## config.mk

```make
export PLATFORM = sky130hd
export DESIGN_NAME = gsd_ctrl
export DESIGN_NICKNAME = d
export VERILOG_FILES = /design/src/rtl/gsd_pkg.sv /design/src/rtl/gsd_ctrl.sv
export SDC_FILE = /design/constraint.sdc
export NUM_CORES = 1
export LEC_CHECK = 0
export BUFFER_PORTS_ARGS = -buffer_cell sky130_fd_sc_hd__buf_4
export CAP_MARGIN = 5
export CORE_MARGIN = 2
export CORE_UTILIZATION = 30
export DETAILED_ROUTE_END_ITERATION = 8
export PLACE_DENSITY_LB_ADDON = 0.08
export RECOVER_POWER = 100
export REMOVE_ABC_BUFFERS = 1
export SLEW_MARGIN = 15
export SYNTH_ARGS = -nofsm -noshare
export SYNTH_HDL_FRONTEND = slang
export SYNTH_SLANG_ARGS = --single-unit
```

## constraint.sdc

```tcl
create_clock -name clk -period 14.5 [get_ports clk]
set_input_delay 0.725 -clock clk [delete_from_list [all_inputs] [get_ports clk]]
set_output_delay 0.725 -clock clk [all_outputs]
set_load 0.05 [all_outputs]
```

## src/rtl/gsd_pkg.sv

```systemverilog
// Shared constants, codes and types of the glitch and stutter delay line.
package gsd_pkg;

    // The store depth must be a power of two; addresses wrap by truncation.
    localparam int STORE_DEPTH         = 16384;
    localparam int ADDR_W              = $clog2(STORE_DEPTH);
    localparam int WPS_W               = ADDR_W + 1;
    localparam int SECOND_REGION_START = 8192;
    localparam int SAMPLE_RATE_HZ      = 44118;
    localparam int MS_PER_SECOND       = 1000;
    localparam int LED_OFF_INDEX       = 800;

    localparam int SAMPLE_W  = 16;
    localparam int TAP_W     = 16;
    localparam int MS_W      = 16;
    localparam int COUNT_W   = 8;
    localparam int LOOP_W    = 15;
    localparam int NUM_TAPS  = 4;
    localparam int TAP_SEL_W = 2;
    localparam int CFG_IDX_W = 3;
    localparam int CFG_DATA_W = 15;

    // Milliseconds to samples: whole part times ms plus the fractional part
    // divided by a thousand through a reciprocal and one correction step.
    localparam int RATE_INT    = SAMPLE_RATE_HZ / MS_PER_SECOND;
    localparam int RATE_FRAC   = SAMPLE_RATE_HZ % MS_PER_SECOND;
    localparam int Y_W         = MS_W + $clog2(MS_PER_SECOND);
    localparam int RECIP_SHIFT = 36;
    localparam int RECIP_W     = RECIP_SHIFT - $clog2(MS_PER_SECOND) + 1;
    localparam logic [RECIP_W-1:0] RECIP =
        RECIP_W'((64'd1 << RECIP_SHIFT) / MS_PER_SECOND);

    localparam logic OP_SAMPLE    = 1'b0;
    localparam logic OP_SET_DELAY = 1'b1;

    typedef enum logic [CFG_IDX_W-1:0] {
        CFG_ENABLE,
        CFG_STUTTER_MODE,
        CFG_CYCLE_LIMIT,
        CFG_LOOP_LENGTH,
        CFG_LAG_COUNT,
        CFG_RECORD_HOLD
    } cfg_idx_t;

    typedef struct packed {
        logic               enable;
        logic               stutter_mode;
        logic [COUNT_W-1:0] cycle_limit;
        logic [LOOP_W-1:0]  loop_length;
        logic [COUNT_W-1:0] lag_count;
        logic               record_hold;
    } cfg_t;

    // One sample's memory work: up to two writes and four tap reads.
    typedef struct packed {
        logic [1:0]                       wr_en;
        logic [ADDR_W-1:0]                wr_addr0;
        logic [ADDR_W-1:0]                wr_addr1;
        logic [SAMPLE_W-1:0]              sample;
        logic [NUM_TAPS-1:0][ADDR_W-1:0]  rd_addr;
        logic                             stutter;
        logic                             led;
    } job_t;

endpackage

```

## src/rtl/gsd_ctrl.sv

```systemverilog
// Position, phase and loop bookkeeping, and the set-delay conversion.
module gsd_ctrl (
    input  logic                              clk,
    input  logic                              rst_n,
    input  gsd_pkg::cfg_t                     cfg,
    input  logic                              in_valid,
    output logic                              in_ready,
    input  logic                              operation,
    input  logic signed [gsd_pkg::SAMPLE_W-1:0] sample_in,
    input  logic                              block_last,
    input  logic [gsd_pkg::TAP_SEL_W-1:0]     tap_select,
    input  logic [gsd_pkg::MS_W-1:0]          delay_ms,
    input  logic                              job_ready,
    output logic                              job_valid,
    output gsd_pkg::job_t                     job
);
    import gsd_pkg::*;

    typedef enum logic [1:0] {
        DLY_IDLE,
        DLY_MUL,
        DLY_RECIP,
        DLY_FIX
    } dly_state_t;

    dly_state_t                      dly_state_reg, dly_state_next;
    logic [ADDR_W-1:0]               write_pos_reg, write_pos_next;
    logic [WPS_W-1:0]                wps_reg, wps_next;
    logic [NUM_TAPS-1:0][TAP_W-1:0]  tap_reg, tap_next;
    logic                            phase_reg, phase_next;
    logic [COUNT_W-1:0]              pass_reg, pass_next;
    logic                            led_reg, led_next;

    logic [MS_W-1:0]                 ms_reg;
    logic [TAP_SEL_W-1:0]            sel_reg;
    logic [Y_W-1:0]                  y_reg;
    logic [MS_W-1:0]                 q0_reg;

    logic                            in_accept;
    logic [Y_W+RECIP_W-1:0]          recip_prod;
    logic [Y_W-1:0]                  rem;
    logic [MS_W-1:0]                 q_fix;
    logic [MS_W-1:0]                 d_samples;
    logic [ADDR_W-1:0]               dly_pos;
    logic [NUM_TAPS-1:0][ADDR_W-1:0] tap_wrap_inc;
    logic [TAP_W-1:0]                t0_adv, t1_adv;
    logic [COUNT_W-1:0]              pass_inc;
    logic                            rec;

    assign in_ready  = (dly_state_reg == DLY_IDLE) && job_ready;
    assign in_accept = in_valid && in_ready;

    // Set-delay datapath, one registered step per state.
    assign recip_prod = {{RECIP_W{1'b0}}, y_reg} * {{Y_W{1'b0}}, RECIP};
    assign rem        = y_reg - Y_W'(q0_reg) * Y_W'(MS_PER_SECOND);
    assign q_fix      = q0_reg + MS_W'(rem >= Y_W'(MS_PER_SECOND));
    assign d_samples  = MS_W'(32'(ms_reg) * 32'(RATE_INT)) + q_fix;
    assign dly_pos    = write_pos_reg - d_samples[ADDR_W-1:0];

    always_comb
    begin
        for (int k = 0; k < NUM_TAPS; k++)
        begin
            tap_wrap_inc[k] = tap_reg[k][ADDR_W-1:0] + ADDR_W'(1);
        end
    end

    assign t0_adv = phase_reg ? tap_reg[0] : tap_reg[0] + TAP_W'(1);
    assign t1_adv = phase_reg ? tap_reg[1] : tap_reg[1] + TAP_W'(1);
    assign pass_inc = pass_reg + COUNT_W'(1);
    assign rec = phase_reg && !cfg.record_hold;

    always_comb
    begin
        dly_state_next = dly_state_reg;
        write_pos_next = write_pos_reg;
        wps_next       = wps_reg;
        tap_next       = tap_reg;
        phase_next     = phase_reg;
        pass_next      = pass_reg;
        led_next       = led_reg;
        job_valid      = 1'b0;
        job            = '0;
        job.sample     = sample_in;
        job.stutter    = cfg.stutter_mode;

        case (dly_state_reg)
            DLY_IDLE:
            begin
                if (in_accept && operation == OP_SET_DELAY)
                begin
                    dly_state_next = DLY_MUL;
                end
            end
            DLY_MUL:   dly_state_next = DLY_RECIP;
            DLY_RECIP: dly_state_next = DLY_FIX;
            DLY_FIX:
            begin
                dly_state_next = DLY_IDLE;
                if (!cfg.stutter_mode)
                begin
                    tap_next[sel_reg] = TAP_W'(dly_pos);
                end
            end
            default:   dly_state_next = DLY_IDLE;
        endcase

        if (in_accept && operation == OP_SAMPLE)
        begin
            phase_next = block_last ? 1'b1 : ~phase_reg;
            if (cfg.enable)
            begin
                job_valid = 1'b1;
                for (int k = 0; k < NUM_TAPS; k++)
                begin
                    job.rd_addr[k] = tap_reg[k][ADDR_W-1:0];
                end
                if (!cfg.stutter_mode)
                begin
                    job.wr_en[0] = phase_reg;
                    job.wr_addr0 = write_pos_reg;
                    if (phase_reg)
                    begin
                        write_pos_next = write_pos_reg + ADDR_W'(1);
                    end
                    else
                    begin
                        for (int k = 0; k < NUM_TAPS; k++)
                        begin
                            tap_next[k] = TAP_W'(tap_wrap_inc[k]);
                        end
                    end
                end
                else
                begin
                    if (rec && WPS_W'(write_pos_reg) < WPS_W'(SECOND_REGION_START))
                    begin
                        job.wr_en[0]   = 1'b1;
                        job.wr_addr0   = write_pos_reg;
                        write_pos_next = write_pos_reg + ADDR_W'(1);
                    end
                    if (rec && wps_reg < WPS_W'(STORE_DEPTH))
                    begin
                        job.wr_en[1] = 1'b1;
                        job.wr_addr1 = wps_reg[ADDR_W-1:0];
                        wps_next     = wps_reg + WPS_W'(1);
                    end
                    tap_next[0] = t0_adv;
                    tap_next[1] = t1_adv;
                    if (block_last)
                    begin
                        // A completed loop pass restarts the taps and may
                        // restart either recorder.
                        if (t0_adv >= TAP_W'(cfg.loop_length))
                        begin
                            led_next = 1'b1;
                            if (pass_inc == cfg.lag_count)
                            begin
                                wps_next = WPS_W'(SECOND_REGION_START);
                            end
                            if (pass_inc >= cfg.cycle_limit)
                            begin
                                pass_next      = '0;
                                write_pos_next = '0;
                            end
                            else
                            begin
                                pass_next = pass_inc;
                            end
                            tap_next[0] = '0;
                            tap_next[1] = TAP_W'(SECOND_REGION_START);
                        end
                        else if (t0_adv >= TAP_W'(LED_OFF_INDEX))
                        begin
                            led_next = 1'b0;
                        end
                    end
                end
                job.led = led_next;
            end
        end
    end

    always_ff @(posedge clk or negedge rst_n)
    begin
        if (!rst_n)
        begin
            dly_state_reg <= DLY_IDLE;
            write_pos_reg <= '0;
            wps_reg       <= '0;
            tap_reg       <= '0;
            phase_reg     <= 1'b1;
            pass_reg      <= '0;
            led_reg       <= 1'b0;
        end
        else
        begin
            dly_state_reg <= dly_state_next;
            write_pos_reg <= write_pos_next;
            wps_reg       <= wps_next;
            tap_reg       <= tap_next;
            phase_reg     <= phase_next;
            pass_reg      <= pass_next;
            led_reg       <= led_next;
        end
    end

    always_ff @(posedge clk)
    begin
        if (in_accept && operation == OP_SET_DELAY)
        begin
            ms_reg  <= delay_ms;
            sel_reg <= tap_select;
        end
        if (dly_state_reg == DLY_MUL)
        begin
            y_reg <= Y_W'(ms_reg) * Y_W'(RATE_FRAC);
        end
        if (dly_state_reg == DLY_RECIP)
        begin
            q0_reg <= recip_prod[RECIP_SHIFT +: MS_W];
        end
    end

endmodule

```

==> results.cfg, run 1 <==
[min_path]
hold_class = in2reg
hold_depth = 1
whs_endpoint = sel_reg[0]
min-delay-start = tap_select[0]

[clock_network]
post_cts_resized = 0
postCtsSetupRepairBufs = 0
cts.sinks = 153
clkLatencyLatePin_ns = 0.46
root_buffer = clkbuf_16
cts-hold-fix-buffers = 0
cts_tree = done
cts_buffers = 17
cts_buffer_depth = 2
htreeDepth = 4
cts.clk_slew.worst_paths_ns = 0.07

[logic_synthesis]
ys_seq_elements = 153
netlist_area_mm2 = 0.0243
synthTopCellsByArea = ha_1 (22%), fa_1 (21%), dfrtp_1 (10%)
ys_types = 88
ys_seq_area_share_pct = 16.9
synthCells = 2636
synthFlopType = dfrtp_1
async_flop_share_pct = 64.7
synth.avg_cell_area_um2 = 9.20
synth_area_leader_cell = ha_1
synth-edff-count = 54
ys_top_cells_by_count = inv_1 (472), ha_1 (421), fa_1 (260)
synth_top_area_share_pct = 21.7
yosysMostFrequentCell = inv_1
yosys_warnings = 0

[floorplan]
rows = 104
num_io_pins = 180
dieArea_mm2 = 0.0831
core_area_mm2 = 0.0803
dieHeight_um = 288
start_util_pct = 30.2
die_x_um = 288

[sta]
fin_crit_sh_pct = 68.6
max_freq_ghz = 0.101
tightest_slew_ns = 3.25
rsz0062_at_grt = false
fin_skew_ns = 0.0163
setup-tns-final_ns = 0
period_needed_ns = 9.94
drv_slew = 230
hold_viol_final = 0
setup_viol = 0
maxSlewHeadroom_pct = -117

[worst_setup_path]
cp-start-kind = flip-flop
r2r-start = q0_reg[0]
arrival_ns = 10.27
crit_required_ns = 14.83
worstRegToRegCells = 35
path_max_fanout = 7
crit_top_cell = fa_1
r2r_end = tap_reg[26]
reg2reg_slack_ns = 4.56
cp_slowest_cell = or4b_2
cp-end-kind = flip-flop
crit_type = reg2reg
slowest_delay_ns = 0.61

[detailed_routing]
wl_per_cell_um = 19.2
vias = 18837
wirelength_mm = 73.3
dr.pass1.iters = 5
first_iter_violations = 891
ant_nets = 0
route.detailed.drc = 0
viasPerCell = 4.94

[layout]
drive_above_1_share_pct = 4.75
syn_to_final_growth_pct = 10.1
finalNetCount = 3498
num-fill-cells = 8339
antennaDiodeCount = 0
largest_reg_flops = 58
final_cell_area_mm2 = 0.0267

[placement]
io_buffers = 147
dpl.hpwl_mm = 60.5
place_congestion = 0.828
place_area_mm2 = 0.0265

[run_status]
violations = capacitance limit, slew limit
status = finished with violations

[global_route]
grt-ovfl-total = 0
grt_max_degree = 57
antenna_found_initial = 1
grt_pass1_vias = 20004
grt_use_total_pct = 18.1
grt_first_pass_wirelength_mm = 117

[flow_run]
maxCapViolCount = 5
## per-layer routing
layer	global-route usage (%)	part of all wire (%)
met1	24.6	47
met4	3.61	1.1
met2	30.9	49
met3	2.40	3.6
met5	0	0.018
## final cells by class
| type | count | area, um2 | area share, % |
|---|---|---|---|
| sequential | 153 | 4100 | 15.4 |
| tap | 1060 | 1330 | 4.97 |
| multi-input combinational | 1931 | 18000 | 67.3 |
| clock inverter | 9 | 92.6 | 0.347 |
| inverter | 472 | 1770 | 6.63 |
| timing repair buffer | 168 | 897 | 3.36 |
| clock buffer | 23 | 543 | 2.03 |
## logic make-up (layout without fill, tap and decap cells)
group / Yosys count / count (layout) / share of synthesized area, %
fa+ha+maj: 681 / 681 / 43.2
buf+inv: 552 / 672 / 8.91
mux: 10 / 10 / 0.423
flops: 153 / 153 / 16.9
compound gates: 466 / 466 / 12.6
xor+xnor: 133 / 133 / 4.80
simple gates: 641 / 641 / 13.2
## worst max-delay path: cells and delay by family (launching register included)
family,cells,cell delay (ns)
compound gates,18,3.73
fa+ha+maj,8,3.51
simple gates,3,0.91
xor+xnor,2,0.65
flops,1,0.52
mux,1,0.30
buf+inv,3,0.20
## through the flow
| stage | std cells | hold slack, ns | worst slack, ns | util (%) |
|---|---|---|---|---|
| 6_report | 3816 | 0.467 | 4.56 | 33.3 |
| 5_1_grt | 3816 | 0.440 | 3.83 | 33.3 |
| 4_1_cts | 3816 | 0.345 | 4.51 | 33.7 |
| 3_5_place_dp | 3784 | 0.500 | 4.54 | 33.0 |
| 3_3_place_gp | 3784 | 0.466 | 4.68 | 33.0 |
| 2_1_floorplan | 2556 | 0.429 | 5.71 | - |
## layout by cell type, fill, tap and decap left out, drive strengths merged, types with 41 or more instances in the layout
master and count:
dfrtp 98, nand3 67, ha 421, a21oi 123
fa 260, xnor2 77, nand2 130, inv 476
buf 56, clkbuf 135, xor2 56, edfxtp 54
nor3 41, and3 97, o21ai 109, nor2 177
## worst max path at each step
stage	startpoint	to	slack, ns	cells after the start
after global placement	q0_reg[0]	tap_reg[26]	4.68	35
after detailed placement	q0_reg[0]	tap_reg[26]	4.54	35
after floorplan	q0_reg[0]	tap_reg[28]	5.71	35
after global routing	q0_reg[0]	tap_reg[26]	3.83	35
final	q0_reg[0]	tap_reg[26]	4.56	35
after CTS	q0_reg[0]	tap_reg[26]	4.51	35
Power of run 1 is left out: the tool's default activity adds up to more than one toggle a clock period on the data nets, which glitch-free logic cannot reach.
==> run 2, diff against run 1 <==
- clock period: 14.5 -> 9.7 ns (I/O delays scaled with it)
==> results.cfg, run 2 (synthesis gave the netlist of run 1 again) <==
[sta]
fin_skew_ns = 0.0133
tightest_slew_ns = 3.11
setup_viol = 0
period_needed_ns = 9.23
hold_viol_final = 0
worst_hold_slack_ns = 0.221
drv_slew = 230
maxSlewHeadroom_pct = -108
fin_crit_sh_pct = 95.2
max_freq_ghz = 0.108

[detailed_routing]
first_iter_violations = 953
viasPerCell = 4.95
route.detailed.drc = 0
vias = 19033
dr.pass1.iters = 5
wirelength_mm = 73.9
wl_per_cell_um = 19.2
ant_nets = 0

[floorplan]
dieArea_mm2 = 0.0831
start_util_pct = 30.2
core_area_mm2 = 0.0803
die_x_um = 288
rows = 104
dieHeight_um = 288
num_io_pins = 180

[worst_setup_path]
cp-start-kind = flip-flop
cp-end-kind = flip-flop
path_max_fanout = 5
arrival_ns = 9.59
crit_top_cell = fa_1
crit_required_ns = 10.06
slowest_delay_ns = 0.61
cp_slowest_cell = or4b_2
crit_type = reg2reg

[layout]
largest_reg_flops = 58
final_cell_mix = inv_1 (466), ha_1 (415), fa_1 (260)
fin_cells = 3846
layout_commonest_cell = inv_1
final_util_pct = 33.8
drive_above_1_share_pct = 7.21
syn_to_final_growth_pct = 11.8
final_cell_area_mm2 = 0.0271
num-fill-cells = 8362
finalNetCount = 3528
antennaDiodeCount = 0

[clock_network]
cts_tree = done
clkLatencyLatePin_ns = 0.46
cts.sinks = 153
cts_buffer_depth = 2
root_buffer = clkbuf_16
htreeDepth = 4
cts_buffers = 17
cts.clk_slew.worst_paths_ns = 0.07

[placement]
dpl.hpwl_mm = 60.5
placed_cells = 3795
place_congestion = 0.833
io_buffers = 147
place_area_mm2 = 0.0265

[global_route]
grt-ovfl-total = 0
grt_pass1_vias = 19896
grt_max_degree = 57
antenna_found_initial = 5
grt_use_total_pct = 18.1
grt_first_pass_wirelength_mm = 116

[run_status]
violations = capacitance limit, slew limit
status = finished with violations

[min_path]
hold_class = in2reg

[flow_run]
maxCapViolCount = 5
==> run 2: changes by cell type in the layout (fill, tap and decap cells not counted), sizes merged <==
cell	previous run	this run
clkbuf	135	126
bufinv	1	2
clkinvlp	1	0
buf	56	89
inv	476	482
==> run 2: cell type report <==
class / count / area [um2] / share of cell area [%]
Multi-Input combinational cell: 1931 / 18200 / 67.0
Sequential cell: 153 / 4100 / 15.1
Inverter: 472 / 1780 / 6.55
Tap cell: 1060 / 1330 / 4.89
Timing Repair Buffer: 198 / 1140 / 4.19
Clock buffer: 17 / 425 / 1.57
Clock inverter: 15 / 176 / 0.650
==> run 2: critical path: cells and delay by family, from the launching register on <==
family | cells | cell delay, ns
AO/OA/AOI/OAI | 17 | 3.46
adder cells (fa/ha/maj) | 8 | 3.24
AND/OR/NAND/NOR | 3 | 0.94
flip-flops | 1 | 0.47
XOR/XNOR | 2 | 0.40
buffers and inverters | 4 | 0.37
multiplexers | 1 | 0.24
==> run 2: worst paths after layout <==
check                        startpoint     endpoint  depth (start not counted)  slack [ns]
min reg2reg                     led_reg      led_reg                          1        0.50
max reg2reg                   q0_reg[2]  tap_reg[28]                         35        0.47
min in group asynchronous         rst_n  tap_reg[27]                          1        0.96
max in group asynchronous         rst_n  pass_reg[0]                          2        4.69
min                        delay_ms[15]   ms_reg[15]                          1        0.22
max                           q0_reg[2]  tap_reg[28]                         35        0.47
==> run 2: repair_timing <==
item | CTS | global route
endpoints found under the setup margin | 4 | 24
buffers inserted | 2 | 17
gates resized for setup | 2 | 44
pin swaps | 1 | 22
endpoints found under the hold margin | 0 | 0
hold buffers | 0 | 0
==> run 2: stage by stage <==
stage | setup slack, ns | setup TNS (ns)
2_1_floorplan | 0.910 | 0
3_3_place_gp | 0.0774 | 0
3_5_place_dp | -0.0683 | -0.0787
4_1_cts | 0.0347 | 0
5_1_grt | -0.0461 | -0.0461
6_report | 0.468 | 0
==> run 2: per-layer routing <==
layer  up-vias  share of wire, %  track usage (%)
met5         -             0.018                0
met4         2               2.2             5.22
met3        69               4.2             2.58
met2       406                47             29.8
met1      9357                46             24.7
li1       9199                 -                -
Power of run 2 is left out for the same reason.
==> run 3, diff against run 2 <==
- clock period: 9.7 -> 8.5 ns (I/O delays scaled with it)
==> results.cfg, run 3 (synthesis gave the netlist of run 1 again) <==
[placement]
place_congestion = 0.830
io_buffers = 147
dpl.hpwl_mm = 62.1
place_ws_ns = -1.12

[worst_setup_path]
cp_num_cells = 37
crit_top_cell = fa_2
worstRegToRegCells = 37
worst_path_dominant_cell_family = adder cells
cp_slowest_cell = fa_2
cp-end-kind = flip-flop
crit_type = reg2reg
arrival_ns = 9.22
r2r_end = tap_reg[28]
slowest_delay_ns = 0.56
cp-endpoint = tap_reg[28]
crit_start = q0_reg[2]
cp-start-kind = flip-flop
reg2reg_slack_ns = -0.37
crit_buf_inv = 6
path_max_fanout = 5
crit_required_ns = 8.86
r2r-start = q0_reg[2]

[clock_network]
root_buffer = clkbuf_16
htreeDepth = 4
cts.sinks = 153
cts_buffers = 17
cts_tree = done
clkLatencyLatePin_ns = 0.46
cts.clk_slew.worst_paths_ns = 0.07
cts_buffer_depth = 2

[run_status]
violations = capacitance limit, slew limit, setup timing
status = finished with violations

[layout]
syn_to_final_growth_pct = 17.5
final_cell_mix = inv_1 (465), ha_1 (413), fa_1 (255)
num-fill-cells = 8275
largest_reg_flops = 58
regArea_mm2 = 0.00410
layout_commonest_cell = inv_1
multi_input_area_mm2 = 0.0186
finalNetCount = 3652
drive_above_1_share_pct = 13.1
antennaDiodeCount = 0

[detailed_routing]
vias = 19470
first_iter_violations = 917
viasPerCell = 4.90
wirelength_mm = 75.2
route.detailed.drc = 0
ant_nets = 0
wl_per_cell_um = 19.0
dr.pass1.iters = 6

[sta]
fin_skew_ns = 0.0178
maxSlewHeadroom_pct = -106
drv_slew = 159
worst_slack_ns = -0.366
max_freq_ghz = 0.113
rsz0062_at_grt = true
hold_viol_final = 0
tightest_slew_ns = 3.09
period_needed_ns = 8.87
setup_viol = 33
fin_crit_sh_pct = 104

[global_route]
grt_max_degree = 57
grt_pass1_vias = 20466
grt-ovfl-total = 0
antenna_found_initial = 0
grt_use_total_pct = 18.4
grt_first_pass_wirelength_mm = 118

[floorplan]
num_io_pins = 180
start_util_pct = 30.2
rows = 104
dieHeight_um = 288
die_x_um = 288
core_area_mm2 = 0.0803
dieArea_mm2 = 0.0831

[flow_run]
maxCapViolCount = 3

[min_path]
hold_class = in2reg
run 3: final cells by class:
type / count / area share, %
Multi-Input combinational cell: 1931 / 65.2
Sequential cell: 153 / 14.4
Timing Repair Buffer: 322 / 7.53
Inverter: 472 / 6.23
Tap cell: 1060 / 4.65
Clock buffer: 17 / 1.49
Clock inverter: 15 / 0.496
run 3: how the worst min path moves through the flow:
stage,start,endpoint,slack (ns),depth (start not counted)
after global routing,delay_ms[11],ms_reg[11],0.14,1
after detailed placement,led_reg,led_reg,0.49,1
final,delay_ms[0],ms_reg[0],0.17,1
after global placement,led_reg,led_reg,0.47,1
after floorplan,rst_n,dly_state_reg[0],0.13,0
after CTS,rst_n,tap_reg[22],0.02,1
run 3: per-layer routing:
metal	global-route usage, %	up-vias	wire, um
met5	0	-	0
met4	4.47	0	1310
met3	2.27	64	2570
met2	31.2	332	36000
met1	25.0	9645	35400
li1	-	9429	-
run 3: through the flow:
stage          hold WS (ns)  area (um2)  setup TNS [ns]  instances  util [%]
3_5_place_dp          0.488       27500          -24.54       3918      34.2
4_1_cts              0.0192       28700           -8.04       3971      35.7
3_3_place_gp          0.466       27500          -17.61       3918      34.2
2_1_floorplan         0.129       23900           -1.86       2556         -
5_1_grt               0.145       28500          -23.61       3970      35.5
6_report              0.166       28500           -6.98       3970      35.5
run 3: repair_timing:
item                                    CTS  global route
pin swaps                                78            36
cloned                                    0             0
hold buffers                              0             0
endpoints found under the hold margin     0             0
gates resized for setup                 102            42
buffers inserted                         25             7
endpoints found under the setup margin   47            46
Power of run 3 is left out for the same reason.
